$ cat src/rtl/invoice_amount_parser_core_assert.svh
// ----------------------------------------------------------------------------
// Assertion macros for the invoice amount parser
// Shared macros that wrap concurrent assertions on the block clock, one gated by reset.
// ----------------------------------------------------------------------------
`ifndef INVOICE_AMOUNT_PARSER_CORE_ASSERT_SVH
`define INVOICE_AMOUNT_PARSER_CORE_ASSERT_SVH

// Checked only while the block is out of reset.
`define IAP_ASSERT(lbl, prop, msg) \
	lbl: assert property (@(posedge clk) disable iff (!arst_n) prop) else $error(msg);

// Checked at every edge, reset included.
`define IAP_ASSERT_ALWAYS(lbl, prop, msg) \
	lbl: assert property (@(posedge clk) prop) else $error(msg);

`endif

$ cat src/rtl/iap_pkg.sv
// ----------------------------------------------------------------------------
// Invoice amount parser package
// Field types, result status codes and character constants.
// ----------------------------------------------------------------------------
`default_nettype none

package iap_pkg;

	typedef logic [7:0]  char_t;
	typedef logic [62:0] amount_t;
	typedef logic [2:0]  status_t;

	localparam int AmountW = 63;
	localparam int QuoW    = 50;
	localparam int RemW    = 14;

	localparam status_t StOk       = 3'd0;
	localparam status_t StNoDigits = 3'd1;
	localparam status_t StNoLetter = 3'd2;
	localparam status_t StUnknown  = 3'd3;
	localparam status_t StOverflow = 3'd4;

	localparam amount_t AmtMax = {AmountW{1'b1}};

	localparam char_t ChrZero  = 8'h30;
	localparam char_t ChrNine  = 8'h39;
	localparam char_t ChrUpA   = 8'h41;
	localparam char_t ChrUpZ   = 8'h5A;
	localparam char_t ChrLowA  = 8'h61;
	localparam char_t ChrLowZ  = 8'h7A;
	localparam char_t ChrMilli = 8'h6D;
	localparam char_t ChrMicro = 8'h75;
	localparam char_t ChrNano  = 8'h6E;
	localparam char_t ChrPico  = 8'h70;

	localparam amount_t LimitMilli = amount_t'(AmtMax / 63'd100000);
	localparam amount_t LimitMicro = amount_t'(AmtMax / 63'd100);

endpackage

`default_nettype wire

$ cat src/rtl/invoice_amount_parser_core.sv
// ----------------------------------------------------------------------------
// Invoice amount parser core
// Parses the amount field of a payment-request string, one character per
// transfer, and returns the scaled amount with a status on the last one.
// ----------------------------------------------------------------------------
//
//  Channel  Direction  Contents
//  s_axis   in         tdata[7:0] char_code, tlast = last_char
//  m_axis   out        tdata[62:0] amount_sats, tuser[2:0] status
//
// Each character sits in the input register while the update logic works on
// it; one transfer is accepted per cycle unless the input stalls. A result
// is registered as valid when its last character leaves the input register.
// Reset returns the parser to searching for the first digit. The input stalls
// only when a last character waits for a result register that is still full.
//
`default_nettype none

`include "invoice_amount_parser_core_assert.svh"

module invoice_amount_parser_core (
	input  wire logic        clk,
	input  wire logic        arst_n,
	input  wire logic        s_axis_tvalid,
	output logic             s_axis_tready,
	input  wire logic [7:0]  s_axis_tdata,  // [7:0] char_code
	input  wire logic        s_axis_tlast,
	output logic             m_axis_tvalid,
	input  wire logic        m_axis_tready,
	output logic [63:0]      m_axis_tdata,  // [62:0] amount_sats, [63] zero
	output logic [2:0]       m_axis_tuser   // [2:0] status
);

	localparam logic [1:0] PhSeek   = 2'd0;
	localparam logic [1:0] PhDigits = 2'd1;
	localparam logic [1:0] PhWait   = 2'd2;
	localparam logic [1:0] PhDone   = 2'd3;

	logic                     valid_s1;
	iap_pkg::char_t           char_s1;
	logic                     last_s1;
	logic                     advance_s1;

	logic [1:0]               phase_q;
	iap_pkg::amount_t         value_q;
	iap_pkg::amount_t         prev_q;
	logic [iap_pkg::QuoW-1:0] quo_q;
	logic [iap_pkg::RemW-1:0] rem_q;
	logic                     ovf_q;
	iap_pkg::status_t         status_q;

	logic                     valid_s2;
	iap_pkg::amount_t         amount_s2;
	iap_pkg::status_t         status_s2;

	logic                     is_digit;
	logic                     is_letter;
	logic [3:0]               digit;
	iap_pkg::amount_t         add_base;
	iap_pkg::amount_t         add_base_prev;
	logic [iap_pkg::QuoW-1:0] add_base_quo;
	logic [iap_pkg::RemW-1:0] add_base_rem;
	logic [66:0]              add_sum;
	logic [16:0]              rem_sum;
	logic [3:0]               rem_carry;
	iap_pkg::amount_t         add_value;
	iap_pkg::amount_t         add_prev;
	logic [iap_pkg::QuoW-1:0] add_quo;
	logic [iap_pkg::RemW-1:0] add_rem;
	logic                     add_ovf;
	logic                     add_skip;
	iap_pkg::amount_t         mul_milli;
	iap_pkg::amount_t         mul_micro;
	iap_pkg::amount_t         let_value;
	iap_pkg::status_t         let_status;

	logic [1:0]               phase_d;
	iap_pkg::amount_t         value_d;
	iap_pkg::amount_t         prev_d;
	logic [iap_pkg::QuoW-1:0] quo_d;
	logic [iap_pkg::RemW-1:0] rem_d;
	logic                     ovf_d;
	iap_pkg::status_t         status_d;

	assign advance_s1    = valid_s1 && (!last_s1 || !valid_s2 || m_axis_tready);
	assign s_axis_tready = !valid_s1 || advance_s1;

	always_ff @(posedge clk or negedge arst_n) begin
		if (!arst_n) begin
			valid_s1 <= 1'b0;
		end else if (s_axis_tready) begin
			valid_s1 <= s_axis_tvalid;
		end
	end

	always_ff @(posedge clk) begin
		if (s_axis_tready && s_axis_tvalid) begin
			char_s1 <= s_axis_tdata;
			last_s1 <= s_axis_tlast;
		end
	end

	assign is_digit  = (char_s1 >= iap_pkg::ChrZero) && (char_s1 <= iap_pkg::ChrNine);
	assign is_letter = ((char_s1 >= iap_pkg::ChrUpA) && (char_s1 <= iap_pkg::ChrUpZ)) ||
		((char_s1 >= iap_pkg::ChrLowA) && (char_s1 <= iap_pkg::ChrLowZ));
	assign digit     = char_s1[3:0];

	// The first digit of a run starts from an empty accumulator.
	assign add_base      = (phase_q == PhSeek) ? '0 : value_q;
	assign add_base_prev = add_base;
	assign add_base_quo  = (phase_q == PhSeek) ? '0 : quo_q;
	assign add_base_rem  = (phase_q == PhSeek) ? '0 : rem_q;
	assign add_skip      = (phase_q != PhSeek) && ovf_q;

	assign add_sum = {1'b0, add_base, 3'b000} + {3'b000, add_base, 1'b0} + {63'd0, digit};
	assign add_ovf = |add_sum[66:63];

	// The quotient and remainder by ten thousand are kept alongside the
	// value, and the value before the last digit is the quotient by ten.
	assign rem_sum = {add_base_rem, 3'b000} + {2'b00, add_base_rem, 1'b0} + {13'd0, digit};

	always_comb begin
		rem_carry = 4'd0;
		for (int k = 1; k <= 9; k++) begin
			if (rem_sum >= 17'(k * 10000)) begin
				rem_carry = 4'(k);
			end
		end
	end

	assign add_rem   = iap_pkg::RemW'(rem_sum - 17'(rem_carry) * 17'd10000);
	assign add_quo   = {add_base_quo[iap_pkg::QuoW-4:0], 3'b000} +
		{add_base_quo[iap_pkg::QuoW-2:0], 1'b0} + {{(iap_pkg::QuoW-4){1'b0}}, rem_carry};
	assign add_value = add_ovf ? '0 : add_sum[62:0];
	assign add_prev  = add_base_prev;

	// Multiplication by 100000 and 100 as shifted sums.
	assign mul_milli = (value_q << 16) + (value_q << 15) + (value_q << 10) +
		(value_q << 9) + (value_q << 7) + (value_q << 5);
	assign mul_micro = (value_q << 6) + (value_q << 5) + (value_q << 2);

	always_comb begin
		let_value  = '0;
		let_status = iap_pkg::StOk;
		case (char_s1)
			iap_pkg::ChrMilli: begin
				if (ovf_q || (value_q > iap_pkg::LimitMilli)) begin
					let_status = iap_pkg::StOverflow;
				end else begin
					let_value = mul_milli;
				end
			end
			iap_pkg::ChrMicro: begin
				if (ovf_q || (value_q > iap_pkg::LimitMicro)) begin
					let_status = iap_pkg::StOverflow;
				end else begin
					let_value = mul_micro;
				end
			end
			iap_pkg::ChrNano: begin
				if (ovf_q) begin
					let_status = iap_pkg::StOverflow;
				end else begin
					let_value = prev_q;
				end
			end
			iap_pkg::ChrPico: begin
				if (ovf_q) begin
					let_status = iap_pkg::StOverflow;
				end else begin
					let_value = iap_pkg::amount_t'(quo_q);
				end
			end
			default: begin
				let_status = iap_pkg::StUnknown;
			end
		endcase
	end

	always_comb begin
		phase_d  = phase_q;
		value_d  = value_q;
		prev_d   = prev_q;
		quo_d    = quo_q;
		rem_d    = rem_q;
		ovf_d    = ovf_q;
		status_d = status_q;
		case (phase_q)
			PhSeek, PhDigits: begin
				if (is_digit) begin
					phase_d  = PhDigits;
					status_d = iap_pkg::StNoLetter;
					if (!add_skip) begin
						value_d = add_value;
						prev_d  = add_prev;
						quo_d   = add_quo;
						rem_d   = add_rem;
						ovf_d   = add_ovf;
					end
				end else if (phase_q == PhDigits) begin
					phase_d = PhWait;
					if (is_letter) begin
						phase_d  = PhDone;
						value_d  = let_value;
						status_d = let_status;
					end
				end
			end
			PhWait: begin
				if (is_letter) begin
					phase_d  = PhDone;
					value_d  = let_value;
					status_d = let_status;
				end
			end
			default: begin
			end
		endcase
	end

	always_ff @(posedge clk or negedge arst_n) begin
		if (!arst_n) begin
			phase_q  <= PhSeek;
			ovf_q    <= 1'b0;
			status_q <= iap_pkg::StNoDigits;
		end else if (advance_s1) begin
			if (last_s1) begin
				phase_q  <= PhSeek;
				ovf_q    <= 1'b0;
				status_q <= iap_pkg::StNoDigits;
			end else begin
				phase_q  <= phase_d;
				ovf_q    <= ovf_d;
				status_q <= status_d;
			end
		end
	end

	always_ff @(posedge clk) begin
		if (advance_s1) begin
			value_q <= value_d;
			prev_q  <= prev_d;
			quo_q   <= quo_d;
			rem_q   <= rem_d;
		end
	end

	always_ff @(posedge clk or negedge arst_n) begin
		if (!arst_n) begin
			valid_s2 <= 1'b0;
		end else if (advance_s1 && last_s1) begin
			valid_s2 <= 1'b1;
		end else if (m_axis_tready) begin
			valid_s2 <= 1'b0;
		end
	end

	always_ff @(posedge clk) begin
		if (advance_s1 && last_s1) begin
			amount_s2 <= (status_d == iap_pkg::StOk) ? value_d : '0;
			status_s2 <= status_d;
		end
	end

	assign m_axis_tvalid = valid_s2;
	assign m_axis_tdata  = {1'b0, amount_s2};
	assign m_axis_tuser  = status_s2;

	`IAP_ASSERT(a_amount_zero_unless_ok,
		valid_s2 && (status_s2 != iap_pkg::StOk) |-> (amount_s2 == '0), "amount not zero")
	`IAP_ASSERT(a_status_in_range,
		valid_s2 |-> (status_s2 <= iap_pkg::StOverflow), "status code out of range")
	`IAP_ASSERT(a_seek_means_no_digits,
		(phase_q == PhSeek) |-> (status_q == iap_pkg::StNoDigits) && !ovf_q,
		"seek phase with stale status")
	`IAP_ASSERT(a_stall_only_on_full_output,
		valid_s1 && !advance_s1 |-> last_s1 && valid_s2 && !m_axis_tready,
		"input stage stalled without cause")
	`IAP_ASSERT_ALWAYS(a_reset_clears_valid,
		!arst_n |-> (m_axis_tvalid !== 1'b1), "result valid during reset")

endmodule

`default_nettype wire
$ cat config.mk
export PLATFORM = sky130hd
export DESIGN_NAME = invoice_amount_parser_core
export DESIGN_NICKNAME = d
export VERILOG_FILES = /design/src/rtl/iap_pkg.sv /design/src/rtl/invoice_amount_parser_core.sv
export VERILOG_INCLUDE_DIRS = /design/src /design/src/rtl
export SDC_FILE = /design/constraint.sdc
export NUM_CORES = 2
export LEC_CHECK = 0
export ABC_AREA = 1
export BUFFER_PORTS_ARGS = -buffer_cell sky130_fd_sc_hd__buf_2
export CORE_MARGIN = 5
export CORE_UTILIZATION = 60
export DETAILED_ROUTE_END_ITERATION = 12
export GPL_TIMING_DRIVEN = 1
export PLACE_DENSITY = 0.77
export SYNTH_ARGS = -nofsm -noshare
export SYNTH_HDL_FRONTEND = slang
export SYNTH_SLANG_ARGS = --single-unit
$ cat constraint.sdc
create_clock -name clk -period 27.4 [get_ports clk]
set_clock_uncertainty 0.1 [all_clocks]
set_input_delay 5.48 -clock clk [delete_from_list [all_inputs] [get_ports clk]]
set_output_delay 5.48 -clock clk [all_outputs]
set_load 0.005 [all_outputs]
==> metrics <==
max_slew headroom=24.8%; WP data required=21820 ps; final instance area=45900 um^2; Ys Warns=0; Detailed Route WL=173 mm; clock latency at the later pin of the worst-skew pair=630 ps; initial antenna violation count=10; starting density of the core=60.5%; synthesized cell area=43200 um^2; Mean Syn Cell Area=6.81 um^2; Mapped Nets=a little over 7000; slowest stage delay, CP=170 ps; Setup Crit Path Kind=input port to output pin; I/O Pins=82; reg2reg setup slack=19470 ps; worst hold path class=flip-flop to flip-flop; TritonCTS Buffers=31; quantity of hold-fixing buffers added after cts=0; largest net degree at the start of global routing=90; clock tree buffer depth=3; Post-Synthesis Cells=6352; die area=77500 um^2; Clock Root Buffer=clkbuf_16; Rows=98; delay-heaviest family, CP=simple AND/OR/NAND/NOR gates; hold depth=2; residual DRC count=0; H-tree depth=1; Setup Viol. Count Final=0; post-synth cell types=between 60 and 70; vias in the first global route=about 43000; DP Area=44900 um^2; crit path capture type=output pin; pre-CTS setup slack=approximately 16000 ps; Core Area=71500 um^2; GRT Util Overall=43.3%; layout net count=7204; CTS Sinks=273; Hold Path End=status_q[1]$_DFFE_PN0P_; detailed-route vias per instance=6.03; Fmax=86.0 MHz; Hold Slack=485 ps; MaxCap Viol Count=0; register bit total from synthesis=273; GPL Wtd Cong=1.08; fin crit period=11630 ps; Hold Startpoint=status_q[1]$_DFFE_PN0P_; TNS Setup=0 ps; first-pass GRT wire length=between 200 and 300 mm; Overflow after GRT=0; Max FO, Critical Path=3; Tcrit/Tclk final=42.4%; worst path buffer plus inverter count=2; worst setup margin=15770 ps; worst slew pin tran=approximately 1100 ps; fin. max-slew vios=0; RSZ-0062 raised after global routing=no; Most used DFF post-synth=edfxtp_1; Post-synth EDFFs=265; CP max-delay cell=buf_2; Seq/Total Area, Yosys=between 10% and 20%; antenna viol nets, final=0; cell mode on critical path=buf_2; worst path cell trace=buf_2 -> nor2_1 -> nand3_1 -> buf_2; die width=~280 um; Reg2Reg Depth=32; R2R Path Start=phase_q[0]$_DFFE_PN0P_; Crit. Startpoint=m_axis_tready; IO buf count=80; TritonCTS clock tree=built; die height=278 um; drt first pass iters=6; startpoint class of the critical path=input port; Area Growth Syn to Fin=6.23%; r2r endpoint=quo_q[42]$_DFFE_PP_; Post-CTS Setup Inserts=0; CP arrival=6050 ps; Crit path depth=4; Post-synth ARST share=2.93%; Via Count=44650; status=finished clean; CTS clock-pin slew for the worst setup and hold paths=60 ps; WL/cell=23.4 um; final hold violation count=0; dpl hpwl=roughly 140 mm; First DRT Iteration DRCs=roughly 5800; Resized Gates After CTS=0; share of post-route cells with drive strength above 1=4.70%
[area by class of cell]
cell class	count	area, um^2
Inverter	987	3710
Fill cell	6530	25600
Multi-Input combinational cell	4985	30900
Clock inverter	19	235
Timing Repair Buffer	144	881
Tap cell	950	1190
Antenna cell	3	7.51
Sequential cell	273	8160
Clock buffer	39	826
[cell usage in the layout, fill, tap and decap left out, drive strengths merged, types with 11 or more instances in the layout]
cell type,netlist,final
clkinv,2,12
o211ai,12,12
a21oi,503,503
nand2,2038,2038
and2,12,12
fa,264,264
nand3,300,300
inv,985,989
nand4,121,121
nor2,637,637
o21ai,191,191
edfxtp,265,265
a22oi,33,33
xnor2,51,51
nand3b,30,30
nor3,51,51
buf,35,144
nor4,11,11
a31oi,24,24
o21bai,28,28
xor2,114,114
ha,505,505
clkbuf,72,39
[worst register-to-register path, delay by kind of cell (launching register included)]
kind,cells,cell delay (ps)
buffers and inverters,4,1220
AO/OA/AOI/OAI,5,1770
AND/OR/NAND/NOR,16,2070
flip-flops,1,480
adder cells (fa/ha/maj),6,1930
XOR/XNOR,1,130
[how the worst max path moves through the flow]
stage	slack, ps	end
final	15770	s_axis_tready
after global placement	15810	s_axis_tready
after detailed placement	15810	s_axis_tready
after global routing	15740	s_axis_tready
after floorplan	12130	prev_q[0]$_DFFE_PP_
after CTS	15780	s_axis_tready
[kinds of logic after synthesis]
logic type,synth area share [%]
simple gates,30.6
fa+ha+maj,26.9
compound gates,10.6
flops,18.9
other cells,0.00868
xor+xnor,3.34
buf+inv,9.69
[flip-flops by register name, indices dropped and copies added, names as in the netlist]
signal and count:
rem_q 14, prev_q 63, last_s1 1, m_axis_tvalid 1
char_s1 8, phase_q 2, value_q 63, valid_s1 1
m_axis_tuser 3, ovf_q 1, status_q 3, quo_q 50
amount_s2 63
[Yosys cell counts (all sizes together), types with 3 or more instances]
cell	count	area share (%)
nand2	2038	18
inv	985	8.6
nor2	637	5.7
ha	505	15
a21oi	503	5.9
nand3	300	3.5
edfxtp	265	18
fa	264	12
o21ai	191	2.2
nand4	121	1.8
xor2	114	2.3
clkbuf	72	0.63
nor3	51	0.63
xnor2	51	1.0
buf	35	0.49
a22oi	33	0.57
nand3b	30	0.52
o21bai	28	0.49
a31oi	24	0.35
and2	12	0.17
o211ai	12	0.21
nor4	11	0.22
or2	9	0.13
a21boi	8	0.14
a21o	8	0.14
dfrtp	7	0.41
o21a	6	0.10
a32o	5	0.12
o221ai	4	0.081
a211oi	3	0.052
[stage by stage]
| stage | utilization (%) | instances |
|---|---|---|
| after floorplan | - | 6352 |
| after global placement | 62.7 | 7339 |
| after detailed placement | 62.7 | 7339 |
| after CTS | 64.2 | 7397 |
| after global routing | 64.2 | 7397 |
| final | 64.2 | 7400 |
[layer usage]
layer	global-route usage (%)	routed length [um]	share of wire (%)	vias to the layer above
met5	0	41	0.024	-
met4	27.3	14200	8.2	6
met3	10.3	20500	12	661
met2	69.8	76600	44	2727
met1	52.3	61900	36	20702
li1	-	-	-	20554
Power is left out: the tool's default activity adds up to more than one toggle a clock period on the data nets, which glitch-free logic cannot reach.
